**src/hw/rtl/rsve_pkg.sv**
```systemverilog
// shared constants, types and codes of the ribbon strip vertex expander
package rsve_pkg;

    localparam int POS_W     = 24;
    localparam int UV_W      = 16;
    localparam int WD_W      = 16;
    localparam int COL_W     = 32;
    localparam int NV_W      = 33;
    localparam int IN_TD_W   = ((3 * POS_W + WD_W + COL_W + 7) / 8) * 8;
    localparam int OUT_TD_W  = ((3 * POS_W + COL_W + 7) / 8) * 8;
    localparam int CFG_A_W   = 2;

    localparam logic [CFG_A_W-1:0] REG_VIEW_X = 2'd0;
    localparam logic [CFG_A_W-1:0] REG_VIEW_Y = 2'd1;
    localparam logic [CFG_A_W-1:0] REG_VIEW_Z = 2'd2;

    localparam logic signed [UV_W-1:0] VIEW_Z_RST = 16'sd16384;

    typedef logic [2:0][NV_W-1:0] t_nvec;
    typedef logic [2:0][UV_W-1:0] t_uvec;

    typedef struct packed {
        logic  start;
        t_nvec vec;
    } t_norm_req;

    typedef struct packed {
        logic  done;
        logic  nz;
        t_uvec res;
    } t_norm_rsp;

    typedef enum logic [5:0] {
        N_IDLE  = 6'b000001,
        N_SHIFT = 6'b000010,
        N_SQ    = 6'b000100,
        N_SQRT  = 6'b001000,
        N_DIV   = 6'b010000,
        N_DONE  = 6'b100000
    } t_nstate;

    typedef enum logic [7:0] {
        T_IDLE   = 8'b00000001,
        T_DIFF   = 8'b00000010,
        T_NWAIT1 = 8'b00000100,
        T_CROSS  = 8'b00001000,
        T_CSTART = 8'b00010000,
        T_NWAIT2 = 8'b00100000,
        T_CALC   = 8'b01000000,
        T_SEND   = 8'b10000000
    } t_tstate;

endpackage

```
**src/hw/rtl/rsve_norm.sv**
```systemverilog
// iterative vector normalizer: scale, sum of squares, bit-serial isqrt and divide
module rsve_norm (
    input  logic                i_clk,
    input  logic                i_rst_n,
    input  rsve_pkg::t_norm_req i_req,
    output rsve_pkg::t_norm_rsp o_rsp
);
    import rsve_pkg::*;

    t_nstate            r_state;
    logic [2:0][NV_W-1:0] r_m;
    logic [2:0]         r_neg;
    logic [NV_W-1:0]    r_mx;
    logic [63:0]        r_acc;
    logic [63:0]        r_n;
    logic [63:0]        r_r;
    logic [63:0]        r_bit;
    logic [4:0]         r_cnt;
    logic [1:0]         r_k;
    logic [3:0]         r_step;
    logic [31:0]        r_rem;
    logic [14:0]        r_lo;
    logic [14:0]        r_q;
    logic               r_nz;
    t_uvec              r_res;

    logic [2:0][NV_W-1:0] mag;
    logic [NV_W-1:0]    mx;
    logic [61:0]        sq;
    logic [63:0]        rb;
    logic [31:0]        len;
    logic [45:0]        num;
    logic [32:0]        rem2;
    logic               ge;
    logic [14:0]        q_n;
    logic [UV_W-1:0]    q_ext;

    always_comb begin
        for (int i = 0; i < 3; i++) begin
            mag[i] = i_req.vec[i][NV_W-1] ? (~i_req.vec[i] + 1'b1) : i_req.vec[i];
        end
        mx = mag[0];
        if (mag[1] > mx) mx = mag[1];
        if (mag[2] > mx) mx = mag[2];
    end

    assign sq    = r_m[r_k][30:0] * r_m[r_k][30:0];
    assign rb    = r_r + r_bit;
    assign len   = r_r[31:0];
    assign num   = {1'b0, r_m[r_k][30:0], 14'b0} + {15'b0, len[31:1]};
    assign rem2  = {r_rem, r_lo[14]};
    assign ge    = rem2 >= {1'b0, len};
    assign q_n   = {r_q[13:0], ge};
    assign q_ext = {1'b0, q_n};

    always_ff @(posedge i_clk) begin
        if (!i_rst_n) begin
            r_state <= N_IDLE;
        end else begin
            case (r_state)
                N_IDLE: begin
                    if (i_req.start) begin
                        for (int i = 0; i < 3; i++) r_m[i] <= mag[i];
                        for (int i = 0; i < 3; i++) r_neg[i] <= i_req.vec[i][NV_W-1];
                        r_mx    <= mx;
                        r_nz    <= (mx != '0);
                        r_state <= (mx != '0) ? N_SHIFT : N_DONE;
                    end
                end
                N_SHIFT: begin
                    if (r_mx >= 33'h0_8000_0000) begin
                        for (int i = 0; i < 3; i++) r_m[i] <= r_m[i] >> 1;
                        r_mx <= r_mx >> 1;
                    end else if (r_mx < 33'h0_0040_0000) begin
                        for (int i = 0; i < 3; i++) r_m[i] <= r_m[i] << 8;
                        r_mx <= r_mx << 8;
                    end else if (r_mx < 33'h0_4000_0000) begin
                        for (int i = 0; i < 3; i++) r_m[i] <= r_m[i] << 1;
                        r_mx <= r_mx << 1;
                    end else begin
                        r_acc   <= '0;
                        r_k     <= '0;
                        r_state <= N_SQ;
                    end
                end
                N_SQ: begin
                    r_acc <= r_acc + {2'b0, sq};
                    if (r_k == 2'd2) begin
                        r_n     <= r_acc + {2'b0, sq};
                        r_r     <= '0;
                        r_bit   <= 64'h4000_0000_0000_0000;
                        r_cnt   <= '0;
                        r_state <= N_SQRT;
                    end else begin
                        r_k <= r_k + 2'd1;
                    end
                end
                N_SQRT: begin
                    if (r_n >= rb) begin
                        r_n <= r_n - rb;
                        r_r <= (r_r >> 1) + r_bit;
                    end else begin
                        r_r <= r_r >> 1;
                    end
                    r_bit <= r_bit >> 2;
                    r_cnt <= r_cnt + 5'd1;
                    if (r_cnt == 5'd31) begin
                        r_k     <= '0;
                        r_step  <= '0;
                        r_state <= N_DIV;
                    end
                end
                N_DIV: begin
                    if (r_step == 4'd0) begin
                        // seed the remainder with the top bits, known to be below len
                        r_rem  <= {1'b0, num[45:15]};
                        r_lo   <= num[14:0];
                        r_q    <= '0;
                        r_step <= 4'd1;
                    end else begin
                        r_rem  <= ge ? 32'(rem2 - {1'b0, len}) : rem2[31:0];
                        r_lo   <= {r_lo[13:0], 1'b0};
                        r_q    <= q_n;
                        r_step <= r_step + 4'd1;
                        if (r_step == 4'd15) begin
                            r_res[r_k] <= r_neg[r_k] ? (~q_ext + 1'b1) : q_ext;
                            r_step     <= '0;
                            if (r_k == 2'd2) begin
                                r_state <= N_DONE;
                            end else begin
                                r_k <= r_k + 2'd1;
                            end
                        end
                    end
                end
                N_DONE: begin
                    r_state <= N_IDLE;
                end
                default: begin
                    r_state <= N_IDLE;
                end
            endcase
        end
    end

    assign o_rsp.done = (r_state == N_DONE);
    assign o_rsp.nz   = r_nz;
    assign o_rsp.res  = r_res;

endmodule

```
**config.mk**
```make
export PLATFORM = sky130hd
export DESIGN_NAME = rsve_norm
export DESIGN_NICKNAME = d
export VERILOG_FILES = /design/src/hw/rtl/rsve_pkg.sv /design/src/hw/rtl/rsve_norm.sv
export SDC_FILE = /design/constraint.sdc
export NUM_CORES = 2
export LEC_CHECK = 0
export BUFFER_PORTS_ARGS = -buffer_cell sky130_fd_sc_hd__buf_2
export CORE_UTILIZATION = 35
export CTS_BUF_LIST = sky130_fd_sc_hd__clkbuf_4
export CTS_CLUSTER_DIAMETER = 40
export DETAILED_ROUTE_END_ITERATION = 10
export SYNTH_ARGS = -nofsm -noshare
export SYNTH_HDL_FRONTEND = slang
export SYNTH_SLANG_ARGS = --single-unit
export TNS_END_PERCENT = 100
```
**constraint.sdc**
```tcl
create_clock -name i_clk -period 13.95 [get_ports i_clk]
set_clock_uncertainty 0.15 [all_clocks]
set_input_delay 2.0925 -clock i_clk [delete_from_list [all_inputs] [get_ports i_clk]]
set_output_delay 2.0925 -clock i_clk [all_outputs]
set_load 0.03 [all_outputs]
```
Yosys cells after proc, flatten, opt, wreduce, memory -nomap -nowiden
Index checks and enable logic that the tools add are counted.
{ "word_totals": {"ff_bits": 518, "input_bits": 102} }
{ "op_classes": {"addsub": 13, "multipliers": 1, "order_cmp": 9, "n_eq_ne": 20, "muxes": 63, "bitwise_logic": 5, "n_reduce_logical": 18} }
{ "ops": {"columns": ["operator", "n"], "rows": [
  ["2-to-1 mux 64 bit", 8],
  ["one-hot mux 64 bit (2 select lines)", 4],
  ["2-to-1 mux 99 bit", 4],
  ["2-to-1 mux 33 bit", 9],
  ["one-hot mux 99 bit (2 select lines)", 1],
  ["adder 33 x 1 -> 33 bit (second input constant)", 3],
  ["NOT 33 bit", 3],
  ["binary-select mux 33 bit (select 2 bit)", 1],
  ["greater-than comparator 33 bit", 2],
  ["one-hot mux 33 bit (2 select lines)", 1],
  ["adder 63 x 64 -> 64 bit", 1],
  ["adder 64 x 62 -> 64 bit", 1],
  ["adder 64 bit", 1],
  ["greater-or-equal comparator 64 bit", 1],
  ["subtractor 64 bit", 1],
  ["multiplier 31 x 31 -> 62 bit", 1],
  ["2-to-1 mux 31 bit", 2],
  ["2-to-1 mux 6 bit", 10],
  ["bitwise mux 48 bit", 1],
  ["adder 45 x 31 -> 46 bit", 1],
  ["greater-or-equal comparator 33 x 32 -> 1 bit", 1],
  ["greater-or-equal comparator 33 x 32 -> 1 bit (second input constant)", 1],
  ["< comparator 33 x 23 -> 1 bit (second input constant)", 1],
  ["< comparator 33 x 31 -> 1 bit (second input constant)", 1],
  ["other kinds (44)", 69]
]} }

Depth between registers and ports, before layout
{ "logic_depth": {"ltp_word": 11, "ltp_mapped": 39, "depth_no_buf": 35} }

Worst setup path before layout
Ideal clock, no wire load.
{ "synth_path": {"path_kind": "register to register", "from": "register r_k[1]", "to": "register r_n[60] (data pin)", "setup_time_ns": 0.267, "t_arrival_ns": 9.796, "required_time_ns": 13.533, "setup_slack_ns": 3.737, "stages_incl_launch_ff": 37, "period_less_slack_ns": 10.213, "cell_sequence": "edfxtp_1 clkbuf_1 clkbuf_1 clkbuf_1 mux2i_1 nor2_1 a21oi_1 clkinv_1 clkbuf_1 nand2_1 fa_1 fa_1 inv_1 fa_1 inv_1 fa_1 fa_1 inv_1 fa_1 fa_1 inv_1 fa_1 inv_1 ha_1 clkbuf_1 a21oi_1 nor2_1 a2111oi_0 o31ai_1 nor3_1 a2111oi_0 o311a_1 a41o_1 a211o_1 a31oi_1 xor2_1 o21ai_0"} }
{ "synth_via": {"elab_chain_len": 6} }
{ "synth_rtl": {"columns": ["item", "line_no", "text"], "rows": [
  ["start: declaration", "rsve_norm.sv:19", "logic [1:0] r_k;"],
  ["start signal: assignment", "rsve_norm.sv:95", "r_k <= r_k + 2'd1;"],
  ["start signal: assignment", "rsve_norm.sv:131", "r_k <= r_k + 2'd1;"],
  ["binary-select mux 33 bit (select 2 bit)", "rsve_norm.sv:47", "assign sq = r_m[r_k][30:0] * r_m[r_k][30:0];"],
  ["2-to-1 mux 31 bit (not written as such)", "rsve_norm.sv:47", null],
  ["multiplier 31 x 31 -> 62 bit", "rsve_norm.sv:47", null],
  ["adder 64 x 62 -> 64 bit", "rsve_norm.sv:89", "r_n <= r_acc + {2'b0, sq};"],
  ["2-to-1 mux 64 bit", "rsve_norm.sv:88", "if (r_k == 2'd2) begin"],
  ["one-hot mux 64 bit (2 select lines)", "rsve_norm.sv:60", "case (r_state)"],
  ["end signal: assignment", "rsve_norm.sv:89", null],
  ["end signal: assignment", "rsve_norm.sv:100", "r_n <= r_n - rb;"],
  ["end: declaration", "rsve_norm.sv:15", "logic [63:0] r_n;"]
]} }
Every way passes these cells. The select of a mux whose other input is x is not followed.
A chain may end at the register's enable or synchronous reset.

Final worst setup path
{ "layout_path": {"from": "register r_k[0]", "to": "register r_n[62] (data pin)"} }
The elaborated chain is that of the path after synthesis.

==> run_results.csv <==
group,metric,value,unit
yosys,synthDistinctLibCells,87,
yosys,number_of_storage_elements_in_the_synthesis_netlist,486,
floorplan,num_io_pins,152,
clock_tree,clk_path_buf_depth,3,
outcome,outcome,"completed",
sta,post-route-period-util,85.2,%
placed_design,buffer_ports.inserted,151,
yosys,synthAdderAreaFrac,35.1,%
floorplan,dieHeight,431,um
sta,finalHoldViolations,0,
finish,most_common_cell_after_layout_fill_and_taps_aside,"inv_1",
yosys,syn_nets,8513,
clock_tree,cts_sinks,486,
placed_design,gp_congestion,0.955,
setup_path,reg2reg_depth,35,
setup_path,endpoint_kind,"register",
finish,syn2layout_area_growth,8.46,%
detailed_routing,postRouteAntennaNets,0,
clock_tree,cts_resized,0,
setup_path,startpoint_type,"register",
clock_tree,tritoncts_clock_tree,"yes",
finish,mostFrequentLayoutCells,"1144 x inv_1, 811 x fa_1, 718 x nand2_1, 655 x nor2_1, 515 x a21oi_1",
flow_run,drv_cap,0,
clock_tree,root_buf_cell,"clkbuf_4",
clock_tree,cts-buffers-inserted,148,
grt,grt_pass1_wl,318000,um
floorplan,dieArea,186000,sq um
setup_path,required,14.60,ns
yosys,synth_top_flop_cell,"edfxtp_1",
sta,rsz0062_at_grt,"false",
grt,grt.total_usage,22.3,%
clock_tree,htreeDepth,4,
detailed_routing,detail_route.first_pass.iterations,8,
detailed_routing,post_drt_wl_per_cell,21.2,um
yosys,post_synth_and_or_nand_nor_area_fraction,13.4,%
yosys,synth_top_family_by_area,"adder cells",
finish,n_fill_cell,18500,
yosys,post_synth_xor_area_fraction,5.43,%
grt,grt_pass1_vias,53300,
placed_design,estimated_wirelength_of_the_detail_placed_design,160000,um
clock_tree,cts-hold-fix-buffers,0,
min_path,hold_depth,2,
yosys,synth_cells,7094,
detailed_routing,via_density_per_instance,5.38,
detailed_routing,finalWirelength,207000,um
setup_path,timing.critical_path.arrival,12.54,ns
setup_path,critical_path_slowest_stage_cell,"inv_1",
yosys,synthArstFlopShare,0,%
finish,design.final.nets,8614,
yosys,sequential_element_share_of_the_synthesized_area,22.6,%
clock_tree,insertion_delay,1.17,ns
sta,worstMarginPinSlew,1.39,ns
yosys,synth_edf_count,480,
yosys,synth_compound_gate_area_share,13.8,%
sta,finalMaxSlewViolations,0,
floorplan,rows,157,
grt,grt_overflow,0,
setup_path,criticalPathCategory,"register to register",
grt,initial_antenna_violation_count,6,
detailed_routing,dr_total_vias,52600,
floorplan,chipWidth,431,um
yosys,yosysWarnings,0,
sta,total_setup_violations_reported_at_the_end_of_the_flow,0,
finish,layout-drive-gt1-share,7.81,%
grt,grt_start_max_net_pins,101,
yosys,cell_area_after_synthesis,64400,sq um
sta,timing.final.crit_period,11.89,ns
sta,timing.setup.tns,0,ns
clock_tree,clk_pin_slew,0.07,ns
sta,timing.max_slew.rel_slack,6.91,%
floorplan,core_area,183000,sq um
floorplan,floorplan.initialDensity,35.2,%
yosys,synth_largest_type_area_fraction,25.2,%
detailed_routing,drt_drc_violations_left,0,
detailed_routing,first_iter_violations,4454,
clock_tree,cts.repair_timing.setup_buffer_count,0,
yosys,synthesis.area_per_instance,9.07,sq um
yosys,ys_top_cells_by_area,"fa_1 25%, edfxtp_1 22%, ha_1 9.8%",
sta,timing.fmax,84.1,MHz
setup_path,cpPeakStageDelay,0.77,ns
min_path,hp-class,"register to register",
setup_path,crit_fanout,35,
yosys,synth.area.mux_share,1.28,%
yosys,netlist.top_cell.by_area,"fa_1",
==> critical path, delay by kind of cell, from the launching register on <==
| kind | cells | cell delay (ns) |
|---|---|---|
| flip-flops | 1 | 0.32 |
| adder cells (fa/ha/maj) | 9 | 4.41 |
| AND/OR/NAND/NOR | 6 | 1.76 |
| XOR/XNOR | 1 | 0.19 |
| buffers and inverters | 11 | 2.32 |
| AO/OA/AOI/OAI | 8 | 2.40 |
==> flip-flops by register name (all words and copies together), names as in the netlist, 4 cells and up <==
name     cells
r_acc       64
r_q         14
r_step       4
o_rsp       48
r_cnt        5
r_state      6
r_r         64
r_lo        15
r_bit       32
r_mx        33
r_m         99
r_rem       32
r_n         64
==> path summary, 6_finish.rpt <==
| check | startpoint | end | slack [ns] |
|---|---|---|---|
| min | r_lo[0]$_SDFFCE_PN0P_ | r_lo[1]$_DFFE_PP_ | 0.33 |
| max | r_k[0]$_SDFFCE_PN0P_ | r_n[62]$_DFFE_PP_ | 2.06 |
| max reg2reg | r_k[0]$_SDFFCE_PN0P_ | r_n[62]$_DFFE_PP_ | 2.06 |
| min reg2reg | r_lo[0]$_SDFFCE_PN0P_ | r_lo[1]$_DFFE_PP_ | 0.33 |
==> synthesized netlist by cell type, drive strengths merged (60+ instances only) <==
library cell	n
nand4	60
xor2	150
and2	88
nor3	77
nand3	77
a21o	145
clkbuf	248
nor2	661
xnor2	249
fa	811
edfxtp	480
a211oi	134
o21ai	242
ha	506
mux2i	63
nand2	718
a31oi	92
inv	1145
a21oi	542
==> layer usage <==
| metal | part of all wire, % | track usage, % | vias to the layer above |
|---|---|---|---|
| li1 | - | - | 23900 |
| met1 | 43 | 30.1 | 26100 |
| met2 | 45 | 35.2 | 2120 |
| met3 | 7.9 | 4.11 | 439 |
| met4 | 4.0 | 8.90 | 4 |
| met5 | 0.015 | 0 | - |
==> per-stage QoR <==
stage | hold slack [ns] | cells | utilization [%] | worst slack (ns) | area [sq um]
6_report | 0.334 | 9767 | 38.2 | 2.06 | 69800
5_1_grt | 0.392 | 9767 | 38.2 | 1.56 | 69800
4_1_cts | 0.322 | 9762 | 38.2 | 2.27 | 69800
3_5_place_dp | 0.363 | 9509 | 37.2 | 2.33 | 67900
3_3_place_gp | 0.355 | 9509 | 37.2 | 2.37 | 67900
2_1_floorplan | 0.338 | 7094 | - | 3.74 | 64400
==> logic make-up after synthesis <==
| family | after synthesis |
|---|---|
| and+or+nand+nor | 1936 |
| xor gates and xnor gates | 399 |
| AOI/OAI and AO/OA | 1433 |
| buffers and inverters | 1442 |
| muxes | 80 |
| DFF | 486 |
| adders and majority gates | 1318 |
==> final cells by class <==
cell class	instances	area, sq um	share of cell area [%]
Multi-Input combinational cell	5166	44600	63.9
Sequential cell	486	14500	20.8
Inverter	1158	4350	6.23
Tap cell	2464	3080	4.42
Clock buffer	201	1510	2.16
Timing Repair Buffer	235	1390	1.99
Clock inverter	52	349	0.500
Antenna cell	5	12.5	0.0179
Power is not shown: default switching activity piles up to over one toggle a cycle in this logic, so the estimate is an artifact.
